**src/hw/rtl/fsand_pkg.sv**
```systemverilog
// fsand_pkg: types, codes and reset constants for the falling sand cell step block
// used by fsand_ctrl, fsand_dp and falling_sand_cell_step; no dependencies
package fsand_pkg;

  localparam int GridColsDef = 128;
  localparam int GridRowsDef = 128;

  localparam logic [6:0] FLOW_RATE_RST     = 7'd35;
  localparam logic [7:0] ACTIVE_WIDTH_RST  = 8'd128;
  localparam logic [7:0] ACTIVE_HEIGHT_RST = 8'd128;

  localparam int CFG_IDX_W  = 2;
  localparam int CFG_DATA_W = 8;

  localparam logic [CFG_IDX_W-1:0] CFG_FLOW_RATE     = 2'd0;
  localparam logic [CFG_IDX_W-1:0] CFG_ACTIVE_WIDTH  = 2'd1;
  localparam logic [CFG_IDX_W-1:0] CFG_ACTIVE_HEIGHT = 2'd2;

  localparam logic [1:0] OP_WRITE = 2'd0;
  localparam logic [1:0] OP_READ  = 2'd1;
  localparam logic [1:0] OP_STEP  = 2'd2;

  localparam logic [1:0] MOVED_NONE  = 2'd0;
  localparam logic [1:0] MOVED_DOWN  = 2'd1;
  localparam logic [1:0] MOVED_LEFT  = 2'd2;
  localparam logic [1:0] MOVED_RIGHT = 2'd3;

  typedef struct packed {
    logic [1:0]  op;
    logic [6:0]  col;
    logic [6:0]  row;
    logic [10:0] hue_in;
    logic        right_first;
    logic [6:0]  chance;
  } item_t;

  typedef struct packed {
    logic [10:0] hue_out;
    logic [1:0]  moved;
  } result_t;

  typedef enum logic [1:0] {
    ASEL_CTR,
    ASEL_DN,
    ASEL_D1,
    ASEL_D2
  } addr_sel_e;

  typedef enum logic [1:0] {
    WSEL_HUE,
    WSEL_GRAIN,
    WSEL_ZERO
  } wdata_sel_e;

  typedef struct packed {
    logic       clr_wr;
    logic       item_ld;
    logic       before_ld;
    logic       mem_rd;
    logic       mem_wr;
    addr_sel_e  addr_sel;
    wdata_sel_e wdata_sel;
    logic       moved_ld;
    logic [1:0] moved_val;
  } cmd_t;

  typedef struct packed {
    logic clr_last;
    logic ctr_ok;
    logic op_write;
    logic op_step;
    logic ctr_full;
    logic dn_ok;
    logic dn_free;
    logic d1_free;
    logic d2_free;
    logic slide_ok;
    logic right_first;
  } sts_t;

endpackage

```
**src/hw/rtl/fsand_ctrl.sv**
```systemverilog
// fsand_ctrl: sequencer for clearing, cell reads, hue writes and the grain move writes
// depends on fsand_pkg; drives fsand_dp through cmd_t and watches sts_t
module fsand_ctrl (
  input  logic             clk_i,
  input  logic             rst_ni,
  input  logic             start,
  output logic             busy,
  output logic             result_valid_o,
  input  fsand_pkg::sts_t  sts_i,
  output fsand_pkg::cmd_t  cmd_o
);

  localparam logic [3:0] S_CLEAR = 4'd0;
  localparam logic [3:0] S_IDLE  = 4'd1;
  localparam logic [3:0] S_CTR   = 4'd2;
  localparam logic [3:0] S_DN    = 4'd3;
  localparam logic [3:0] S_D1    = 4'd4;
  localparam logic [3:0] S_D2    = 4'd5;
  localparam logic [3:0] S_D3    = 4'd6;
  localparam logic [3:0] S_SRC   = 4'd7;
  localparam logic [3:0] S_OUT   = 4'd8;

  logic [3:0] state_d, state_q;

  always_ff @(posedge clk_i or negedge rst_ni) begin
    if (!rst_ni) begin
      state_q <= S_CLEAR;
    end else begin
      state_q <= state_d;
    end
  end

  always_comb begin
    state_d        = state_q;
    cmd_o          = '0;
    cmd_o.addr_sel = fsand_pkg::ASEL_CTR;
    cmd_o.wdata_sel = fsand_pkg::WSEL_ZERO;
    result_valid_o = 1'b0;
    unique case (state_q)
      S_CLEAR: begin
        cmd_o.clr_wr = 1'b1;
        if (sts_i.clr_last) begin
          state_d = S_IDLE;
        end
      end
      S_IDLE: begin
        if (start) begin
          cmd_o.item_ld = 1'b1;
          state_d       = S_CTR;
        end
      end
      S_CTR: begin
        cmd_o.mem_rd = sts_i.ctr_ok;
        state_d      = S_DN;
      end
      S_DN: begin
        cmd_o.before_ld = 1'b1;
        state_d         = S_OUT;
        if (sts_i.ctr_ok && sts_i.op_write) begin
          cmd_o.mem_wr    = 1'b1;
          cmd_o.wdata_sel = fsand_pkg::WSEL_HUE;
        end else if (sts_i.ctr_ok && sts_i.op_step && sts_i.ctr_full) begin
          cmd_o.mem_rd   = sts_i.dn_ok;
          cmd_o.addr_sel = fsand_pkg::ASEL_DN;
          state_d        = S_D1;
        end
      end
      S_D1: begin
        state_d = S_OUT;
        if (sts_i.dn_free) begin
          cmd_o.mem_wr    = 1'b1;
          cmd_o.addr_sel  = fsand_pkg::ASEL_DN;
          cmd_o.wdata_sel = fsand_pkg::WSEL_GRAIN;
          cmd_o.moved_ld  = 1'b1;
          cmd_o.moved_val = fsand_pkg::MOVED_DOWN;
          state_d         = S_SRC;
        end else if (sts_i.slide_ok && sts_i.dn_ok) begin
          cmd_o.mem_rd   = 1'b1;
          cmd_o.addr_sel = fsand_pkg::ASEL_D1;
          state_d        = S_D2;
        end
      end
      S_D2: begin
        if (sts_i.d1_free) begin
          cmd_o.mem_wr    = 1'b1;
          cmd_o.addr_sel  = fsand_pkg::ASEL_D1;
          cmd_o.wdata_sel = fsand_pkg::WSEL_GRAIN;
          cmd_o.moved_ld  = 1'b1;
          cmd_o.moved_val = sts_i.right_first ? fsand_pkg::MOVED_RIGHT
                                              : fsand_pkg::MOVED_LEFT;
          state_d         = S_SRC;
        end else begin
          cmd_o.mem_rd   = 1'b1;
          cmd_o.addr_sel = fsand_pkg::ASEL_D2;
          state_d        = S_D3;
        end
      end
      S_D3: begin
        state_d = S_OUT;
        if (sts_i.d2_free) begin
          cmd_o.mem_wr    = 1'b1;
          cmd_o.addr_sel  = fsand_pkg::ASEL_D2;
          cmd_o.wdata_sel = fsand_pkg::WSEL_GRAIN;
          cmd_o.moved_ld  = 1'b1;
          cmd_o.moved_val = sts_i.right_first ? fsand_pkg::MOVED_LEFT
                                              : fsand_pkg::MOVED_RIGHT;
          state_d         = S_SRC;
        end
      end
      S_SRC: begin
        // source cell becomes empty
        cmd_o.mem_wr    = 1'b1;
        cmd_o.addr_sel  = fsand_pkg::ASEL_CTR;
        cmd_o.wdata_sel = fsand_pkg::WSEL_ZERO;
        state_d         = S_OUT;
      end
      S_OUT: begin
        result_valid_o = 1'b1;
        state_d        = S_IDLE;
      end
      default: begin
        state_d = S_IDLE;
      end
    endcase
  end

  assign busy = (state_q != S_IDLE);

endmodule

```
**config.mk**
```make
export PLATFORM = sky130hd
export DESIGN_NAME = fsand_ctrl
export DESIGN_NICKNAME = d
export VERILOG_FILES = /design/src/hw/rtl/fsand_pkg.sv /design/src/hw/rtl/fsand_ctrl.sv
export SDC_FILE = /design/constraint.sdc
export NUM_CORES = 1
export LEC_CHECK = 0
export BUFFER_PORTS_ARGS = -buffer_cell sky130_fd_sc_hd__buf_2
export CELL_PAD_IN_SITES_DETAIL_PLACEMENT = 1
export CELL_PAD_IN_SITES_GLOBAL_PLACEMENT = 1
export CORE_MARGIN = 2
export CORE_UTILIZATION = 29
export DETAILED_ROUTE_END_ITERATION = 8
export GPL_ROUTABILITY_DRIVEN = 0
export GPL_TIMING_DRIVEN = 0
export PLACE_DENSITY = 0.87
export SLEW_MARGIN = 20
export SYNTH_ARGS = -nofsm -noshare
export SYNTH_HDL_FRONTEND = slang
export SYNTH_SLANG_ARGS = --single-unit
```
**constraint.sdc**
```tcl
create_clock -name clk_i -period 1.85 [get_ports clk_i]
set_clock_uncertainty 0.15 [all_clocks]
set_input_delay 0.37 -clock clk_i [delete_from_list [all_inputs] [get_ports clk_i]]
set_output_delay 0.37 -clock clk_i [all_outputs]
set_load 0.05 [all_outputs]
```
After elaboration in Yosys (flattened, before gate mapping)

Cells that the tools add are included.

Bits in writable memories: 0
Output and inout bits: 14
Latch bits: 0
Bits in read-only memories: 0
Register bits after elaboration: 4
Memories: 0
Word-level logic and storage cells: 54
Input bits: 14

Multiplexer cells: 36
Shifts and indexed selects: 0
$add $sub $neg: 0
Bitwise operators: 0
$lt $le $gt $ge: 0
Reductions and logical operators: 6
Divide/modulo/power cells: 0
Equality and inequality tests: 11
$mul: 0

Operators by type and width:

| operator                                                              | number |
|---|---|
| 4-bit one-hot mux with 8 select lines                                 | 1 |
| 4-bit two-way mux                                                     | 7 |
| 5-bit one-hot mux with 5 select lines                                 | 1 |
| 1-bit two-way mux                                                     | 19 |
| 4-bit by 3-bit equality test with 1-bit output, second input constant | 4 |
| 5-bit two-way mux                                                     | 2 |
| 3-bit one-hot mux with 3 select lines                                 | 1 |
| 4-bit by 2-bit equality test with 1-bit output, second input constant | 2 |
| 8-bit two-way mux                                                     | 1 |
| 2-bit two-way mux                                                     | 3 |
| 4-bit by 1-bit equality test with 1-bit output, second input constant | 1 |
| 4-bit equality test, second input constant                            | 1 |
| 1-bit logical AND                                                     | 4 |
| 4-bit logical NOT                                                     | 1 |
| 2-bit != test, second input constant                                  | 2 |
| 4-bit by 1-bit != test with 1-bit output, second input constant       | 1 |
| 1-bit one-hot mux with 4 select lines                                 | 1 |
| 2-bit AND reduction                                                   | 1 |

Longest topological paths before layout

Gate-level depths: netlist (run 1).

Word-level depth: 5
Depth in mapped cells: 4

Least setup slack after synthesis (run 1)

Ideal clock, no wire load.

Path kind: flip-flop to output port
Start: reg state_q[0]
End: out cmd_o[7] in the netlist's numbering
Stages on the path, launching flop included: 4
Path buffers: 1
Data arrival time: 2.549 ns
Path slack: -1.219 ns
Cells stage by stage: dfrtp_1 -> buf_4 -> nand2_1 -> o311ai_0

RTL lines:

| item                   | line             | text |
|---|---|---|
| start, declared        | fsand_ctrl.sv:23 | `logic [3:0] state_d, state_q;` |
| start signal, assigned | fsand_ctrl.sv:29 | `state_q <= state_d;` |
| end, declared          | fsand_ctrl.sv:10 | `output fsand_pkg::cmd_t cmd_o` |

==> impl_metrics.toml, run 1 <==
[detailed_routing]
drtPass1Iterations = 4
wl_met2_mm = 1.88
met1_length_mm = 1.35
drcViolationCount = 0
antenna_left = 0
wl_per_cell_um = 25.2
avgViaCountPerCell = 5.88
num_vias = 847
top_layer = "met4"
routed_wl_mm = 3.62
route.met3.wl_um = 264
initialDrtViolationCount = 24

[power_and_ir_drop]
leakage_uw = 0.000576
p_total_uw = 1960
p_per_area_mw_per_mm2 = 1540
ir_drop_mv = 1.18

[floorplan]
row_count = 15
chipWidth_um = 46.7
core_mm2 = 0.00173
dieArea_mm2 = 0.00218
initial_core_util = 0.306
die_h_um = 46.7
ioPinCount = 28

[critical_path]
critPathLaunch = "state_q[3]$_DFFE_PN0P_"
slowest_delay_ns = 0.41
cp.required_ns = 1.33
r2r_start = "state_q[3]$_DFFE_PN0P_"
worst_path_most_repeated_cell = "buf_8"
r2r_cells = 5
start_kind = "flip-flop"
cp_max_fo = 6
end_kind = "output port"
slowest_stage = "dfrtp_1"
critical_path_class = "reg -> out"
path_cells = "buf_8 > nor2b_4 > a31oi_1 > or3_4 > buf_8"
cp.arrival_ns = 1.69

[cells_and_area]
reg_top3 = "state_q x4"
largest_register_ffs = 4
drive_above_1_share = 0.765
regMostFlops = "state_q"
final_net_count = 134
fin_cells = 144
antennaDiodeCount = 0
syn2layout_area_growth_pct = 142
fin_area_mm2 = 0.00128
fill_cells = 178

[cts]
cts.htree.levels = 1
clock_latency_ns = 0.24
cts.clk_slew.worst_paths_ns = 0.04
tritoncts = "built"
cts-root-buf = "clkbuf_4"
clock_path_buffers = 2
cts-buffers-inserted = 3
cts.sinks = 4

[synth]
synth_area_leaders = "dfrtp_1 19%, nand2_1 7.8%, a32oi_1 5.0%, nor2b_1 4.7%, o21ai_0 4.7%"
netlist_area_um2 = 528
netlist-cell-type-count = 32
synth_area_per_cell_um2 = 7.76
yosysTopAreaCellShare = 0.190
synth_nets = 82
synth-edff-count = 0
synth_top_cell_by_area = "dfrtp_1"
ys.flop_type = "dfrtp_1"
netlist_instances = 68
ys_warn_count = 0
ys_ff_latch = 4
synth-seq-area-share = 0.190
async_reset_ff_frac = 1.00

[min_path]
min_from = "sts_i[10]"
hold_class = "in -> reg"
whs_path_depth = 3

[global_route]
grt.total_usage = 0.324
grt_pass1_wl_mm = 4.65
antenna_found_initial = 0
grt_pass1_vias = 909
overflow = 0
grt_max_degree = 8

[placed_design]
post-place-ws_ns = -0.398
place_area_um2 = 774
dp_hpwl_mm = 1.53
dp_cells = 120
io_buffers = 27

[sta]
final_max_slew_viol_count = 0
finalCritPeriodShare = 1.20
tightest_slew_ns = 0.328
setup_viol_count_final = 14
rsz0062_at_grt = "true"
relSlewSlack = 0.781
setup_ws_ns = -0.364
fin_crit_ns = 2.21
fmax_mhz = 452
hold_violations = 0

[status]
violations = "setup timing"
outcome = "finished, violations left"

[flow_run]
maxCapViolCount = 0
-- Yosys cell counts, drive strengths merged, types with 2 or more instances --
master / count
nand2b: 3
dfrtp: 4
and3: 2
nor2b: 4
nor2: 2
a32oi: 3
nand3: 2
o21ai: 5
and3b: 2
a21oi: 3
a211oi: 2
nor4b: 2
inv: 5
nand2: 11
buf: 4
-- cell usage in the layout, fill, tap and decap left out, types with 3 or more instances in the layout --
cell	synthesis	routed
buf_8	0	10
nand2_1	11	5
buf_4	2	14
nand2_2	0	4
buf_6	2	11
nand2b_4	0	3
clkbuf_4	0	3
buf_2	0	14
inv_1	5	5
-- path summary, 6_finish.rpt --
check	end	slack (ns)
max in group asynchronous	state_q[1]$_DFFE_PN0P_	1.09
max reg2reg	state_q[0]$_DFFE_PN0P_	-0.01
min in group asynchronous	state_q[0]$_DFFE_PN0P_	0.33
min	state_q[0]$_DFFE_PN0P_	0.26
min reg2reg	state_q[1]$_DFFE_PN0P_	0.63
max	cmd_o[4]	-0.36
-- cell families after synthesis --
group	count (synthesis)	share of synthesized area
flip-flops	4	0.190
buffers and inverters	9	0.107
AND/OR/NAND/NOR	34	0.415
AO/OA/AOI/OAI	21	0.289
-- where the power goes --
part           total [uW]  switching, uW  internal, uW
registers             193           64.4           128
clock network         128           45.9          81.6
logic                1640            902           741
total                1960           1010           951
-- what timing repair did --
| action | 4_1_cts | 5_1_grt |
|---|---|---|
| endpoints found under the setup margin | 13 | 14 |
| pin swaps | 13 | 8 |
| resized for setup | 66 | 17 |
| hold buffers | 1 | 0 |
| endpoints found under the hold margin | 4 | 0 |
| buffers inserted | 16 | 2 |
| gates cloned | 1 | 0 |
-- metrics by stage --
stage / utilization / hold slack [ns] / setup TNS, ns
finish: 0.740 / 0.261 / -2.84
global route: 0.740 / 0.250 / -3.40
CTS: 0.694 / 0.200 / -1.97
detailed placement: 0.449 / 0.0282 / -1.73
global placement: 0.449 / 0.0255 / -1.36
floorplan: - / -0.0756 / -0.867
-- area by class of cell --
type	instances	area [um2]	share of cell area
multi-input combinational	55	619	0.485
timing repair buffer	47	427	0.334
inverter	5	18.8	0.0147
tap	25	31.3	0.0245
clock buffer	4	26.3	0.0206
buffer	4	52.6	0.0411
sequential	4	103	0.0803
-- worst max-delay path, delay by kind of cell, from the launching register on --
family | cells | cell delay (ns)
AO/OA/AOI/OAI | 1 | 0.09
flip-flops | 1 | 0.41
AND/OR/NAND/NOR | 2 | 0.63
buffers and inverters | 2 | 0.32
-- layer usage --
layer,track usage,up-vias
li1,-,357
met3,0.0431,16
met2,0.625,61
met5,0,-
met1,0.346,413
met4,0.133,0
(Power assumes the default switching activity.)
==> run 2: changes to the inputs <==
--- a/config.mk
+++ b/config.mk
@@ -9,11 +9,12 @@
 export CELL_PAD_IN_SITES_DETAIL_PLACEMENT = 1
 export CELL_PAD_IN_SITES_GLOBAL_PLACEMENT = 1
 export CORE_MARGIN = 2
-export CORE_UTILIZATION = 29
+export CORE_UTILIZATION = 31
 export DETAILED_ROUTE_END_ITERATION = 8
 export GPL_ROUTABILITY_DRIVEN = 0
 export GPL_TIMING_DRIVEN = 0
-export PLACE_DENSITY = 0.87
+export PLACE_DENSITY = 0.91
+export REMOVE_ABC_BUFFERS = 1
 export SLEW_MARGIN = 20
 export SYNTH_ARGS = -nofsm -noshare
 export SYNTH_HDL_FRONTEND = slang
==> constraint.sdc (replaced) <==
create_clock -name clk_i -period 2.7 [get_ports clk_i]
set_clock_uncertainty 0.15 [all_clocks]
set_input_delay 0.54 -clock clk_i [delete_from_list [all_inputs] [get_ports clk_i]]
set_output_delay 0.54 -clock clk_i [all_outputs]
set_load 0.05 [all_outputs]
==> run 2 against run 1 <==
Effect of this change:
- the run now ends clean
- sequential cell count unchanged
- power down 64%
- final area down 47%
- core utilization down 30 points
- die area down 5.9%
- largest cell class unchanged
==> impl_metrics.toml, run 2 (same netlist as run 1, synthesis figures left out) <==
[cts]
cts-buffers-inserted = 3
clock_path_buffers = 2
tritoncts = "built"
cts-root-buf = "clkbuf_4"
cts.htree.levels = 1
clock_latency_ns = 0.24
cts.sinks = 4
cts_setup_buffers = 0
cts.clk_slew.worst_paths_ns = 0.04

[critical_path]
r2r_end = "state_q[0]$_DFFE_PN0P_"
cp_max_fo = 17
end_kind = "output port"
r2r_slack_ns = 1.02
start_kind = "flip-flop"
cp.arrival_ns = 1.91
critical_path_class = "reg -> out"
critPathLaunch = "state_q[1]$_DFFE_PN0P_"
cp.required_ns = 2.01
r2r_start = "state_q[1]$_DFFE_PN0P_"
r2r_cells = 3

[sta]
fmax_mhz = 385
finalCritPeriodShare = 0.962
relSlewSlack = 0.643
hold_violations = 0
setup_viol_count_final = 0
rsz0062_at_grt = "false"
tightest_slew_ns = 0.536
final_max_slew_viol_count = 0
setup_ws_ns = 0.102
fin_crit_ns = 2.60
holdWs_ns = 0.408

[power_and_ir_drop]
ir_drop_mv = 0.466
p_per_area_mw_per_mm2 = 1030
leakage_uw = 0.000348

[min_path]
min_from = "sts_i[10]"
hold_class = "in -> reg"
hold_end = "state_q[0]$_DFFE_PN0P_"
whs_path_depth = 3

[status]
outcome = "finished, final reports clean"

[cells_and_area]
largest_register_ffs = 4
layout_common_cells = "27 x buf_2, 11 x nand2_1, 5 x o21ai_0, 5 x inv_1, 4 x nor2b_1"
antennaDiodeCount = 0
reg_top3 = "state_q x4"
drive_above_1_share = 0.368
syn2layout_area_growth_pct = 28.7
layout_commonest_cell = "buf_2"
final_net_count = 111
regMostFlops = "state_q"

[flow_run]
maxCapViolCount = 0

[floorplan]
ioPinCount = 28
core_mm2 = 0.00156
row_count = 14
die_h_um = 45.3
chipWidth_um = 45.3
initial_core_util = 0.339
dieArea_mm2 = 0.00205

[global_route]
grt_pass1_wl_mm = 2.56
grt.total_usage = 0.171
grt_pass1_vias = 578
grt_max_degree = 19
antenna_found_initial = 0
overflow = 0

[detailed_routing]
routed_wl_mm = 1.55
drcViolationCount = 0
initialDrtViolationCount = 5
drtPass1Iterations = 3
wl_per_cell_um = 13.9
antenna_left = 0
avgViaCountPerCell = 5.47
num_vias = 607

[placed_design]
dp_hpwl_mm = 1.23
io_buffers = 27
post-place-ws_ns = 0.344
## run 2: cell count changes in the layout (fill, tap and decap cells not counted), moves of 3 or more
| cell | change |
|---|---|
| buf_4 | -14 |
| buf_2 | +13 |
| buf_6 | -11 |
| buf_8 | -10 |
| nand2_1 | +6 |
| nand2_2 | -4 |
| nand2b_1 | +3 |
| nand2b_4 | -3 |
| nor2b_1 | +3 |
| o21ai_0 | +3 |
## run 2: final cells by class
cell class / count / area [um2]
fill: 218 / 880
multi-input combinational: 55 / 372
timing repair buffer: 28 / 145
sequential: 4 / 101
clock buffer: 3 / 22.5
tap: 16 / 20.0
inverter: 5 / 18.8
## run 2: worst max-delay path by stage
stage	to	slack (ns)	cells after the start
floorplan	cmd_o[7]	-0.53	2
global placement	cmd_o[4]	0.37	4
detailed placement	cmd_o[4]	0.34	4
CTS	cmd_o[4]	0.09	4
global route	cmd_o[4]	0.0005	4
finish	cmd_o[4]	0.10	4
## run 2: metrics by stage
| step | instances | util | setup TNS [ns] | total power, uW | instance area (um2) |
|---|---|---|---|---|---|
| 5_1_grt | 111 | 0.436 | 0 | 755 | 679 |
| 3_5_place_dp | 107 | 0.414 | 0 | 626 | 646 |
| 4_1_cts | 111 | 0.435 | 0 | 706 | 678 |
| 3_3_place_gp | 107 | 0.414 | 0 | 610 | 646 |
| 2_1_floorplan | 64 | - | -0.856 | 512 | 490 |
| 6_report | 111 | 0.436 | 0 | 700 | 679 |
## run 2: repair_timing
| item | in CTS | in global routing |
|---|---|---|
| hold endpoints to repair | 4 | 0 |
| hold buffers | 1 | 0 |
| gates resized for setup | 0 | 1 |
| endpoints found under the setup margin | 0 | 1 |
## run 2: layer usage
| metal | vias to the layer above | routed length [um] | track usage |
|---|---|---|---|
| li1 | 309 | - | - |
| met1 | 280 | 724 | 0.215 |
| met2 | 18 | 740 | 0.289 |
| met3 | 0 | 80 | 0.0480 |
| met4 | 0 | 0 | 0.0353 |
| met5 | - | 0 | 0 |
## run 2: report_power, final
| group | internal, uW | switching [uW] | total (uW) |
|---|---|---|---|
| combinational | 148 | 291 | 440 |
| clock | 49.8 | 25.0 | 74.8 |
| sequential | 85.4 | 100 | 186 |
## run 2: critical path, cell delays in order (launching register included)
cell	delay, ns
dfrtp_1	0.67
and4bb_4	0.34
a31oi_1	0.09
or3_1	0.36
buf_2	0.22
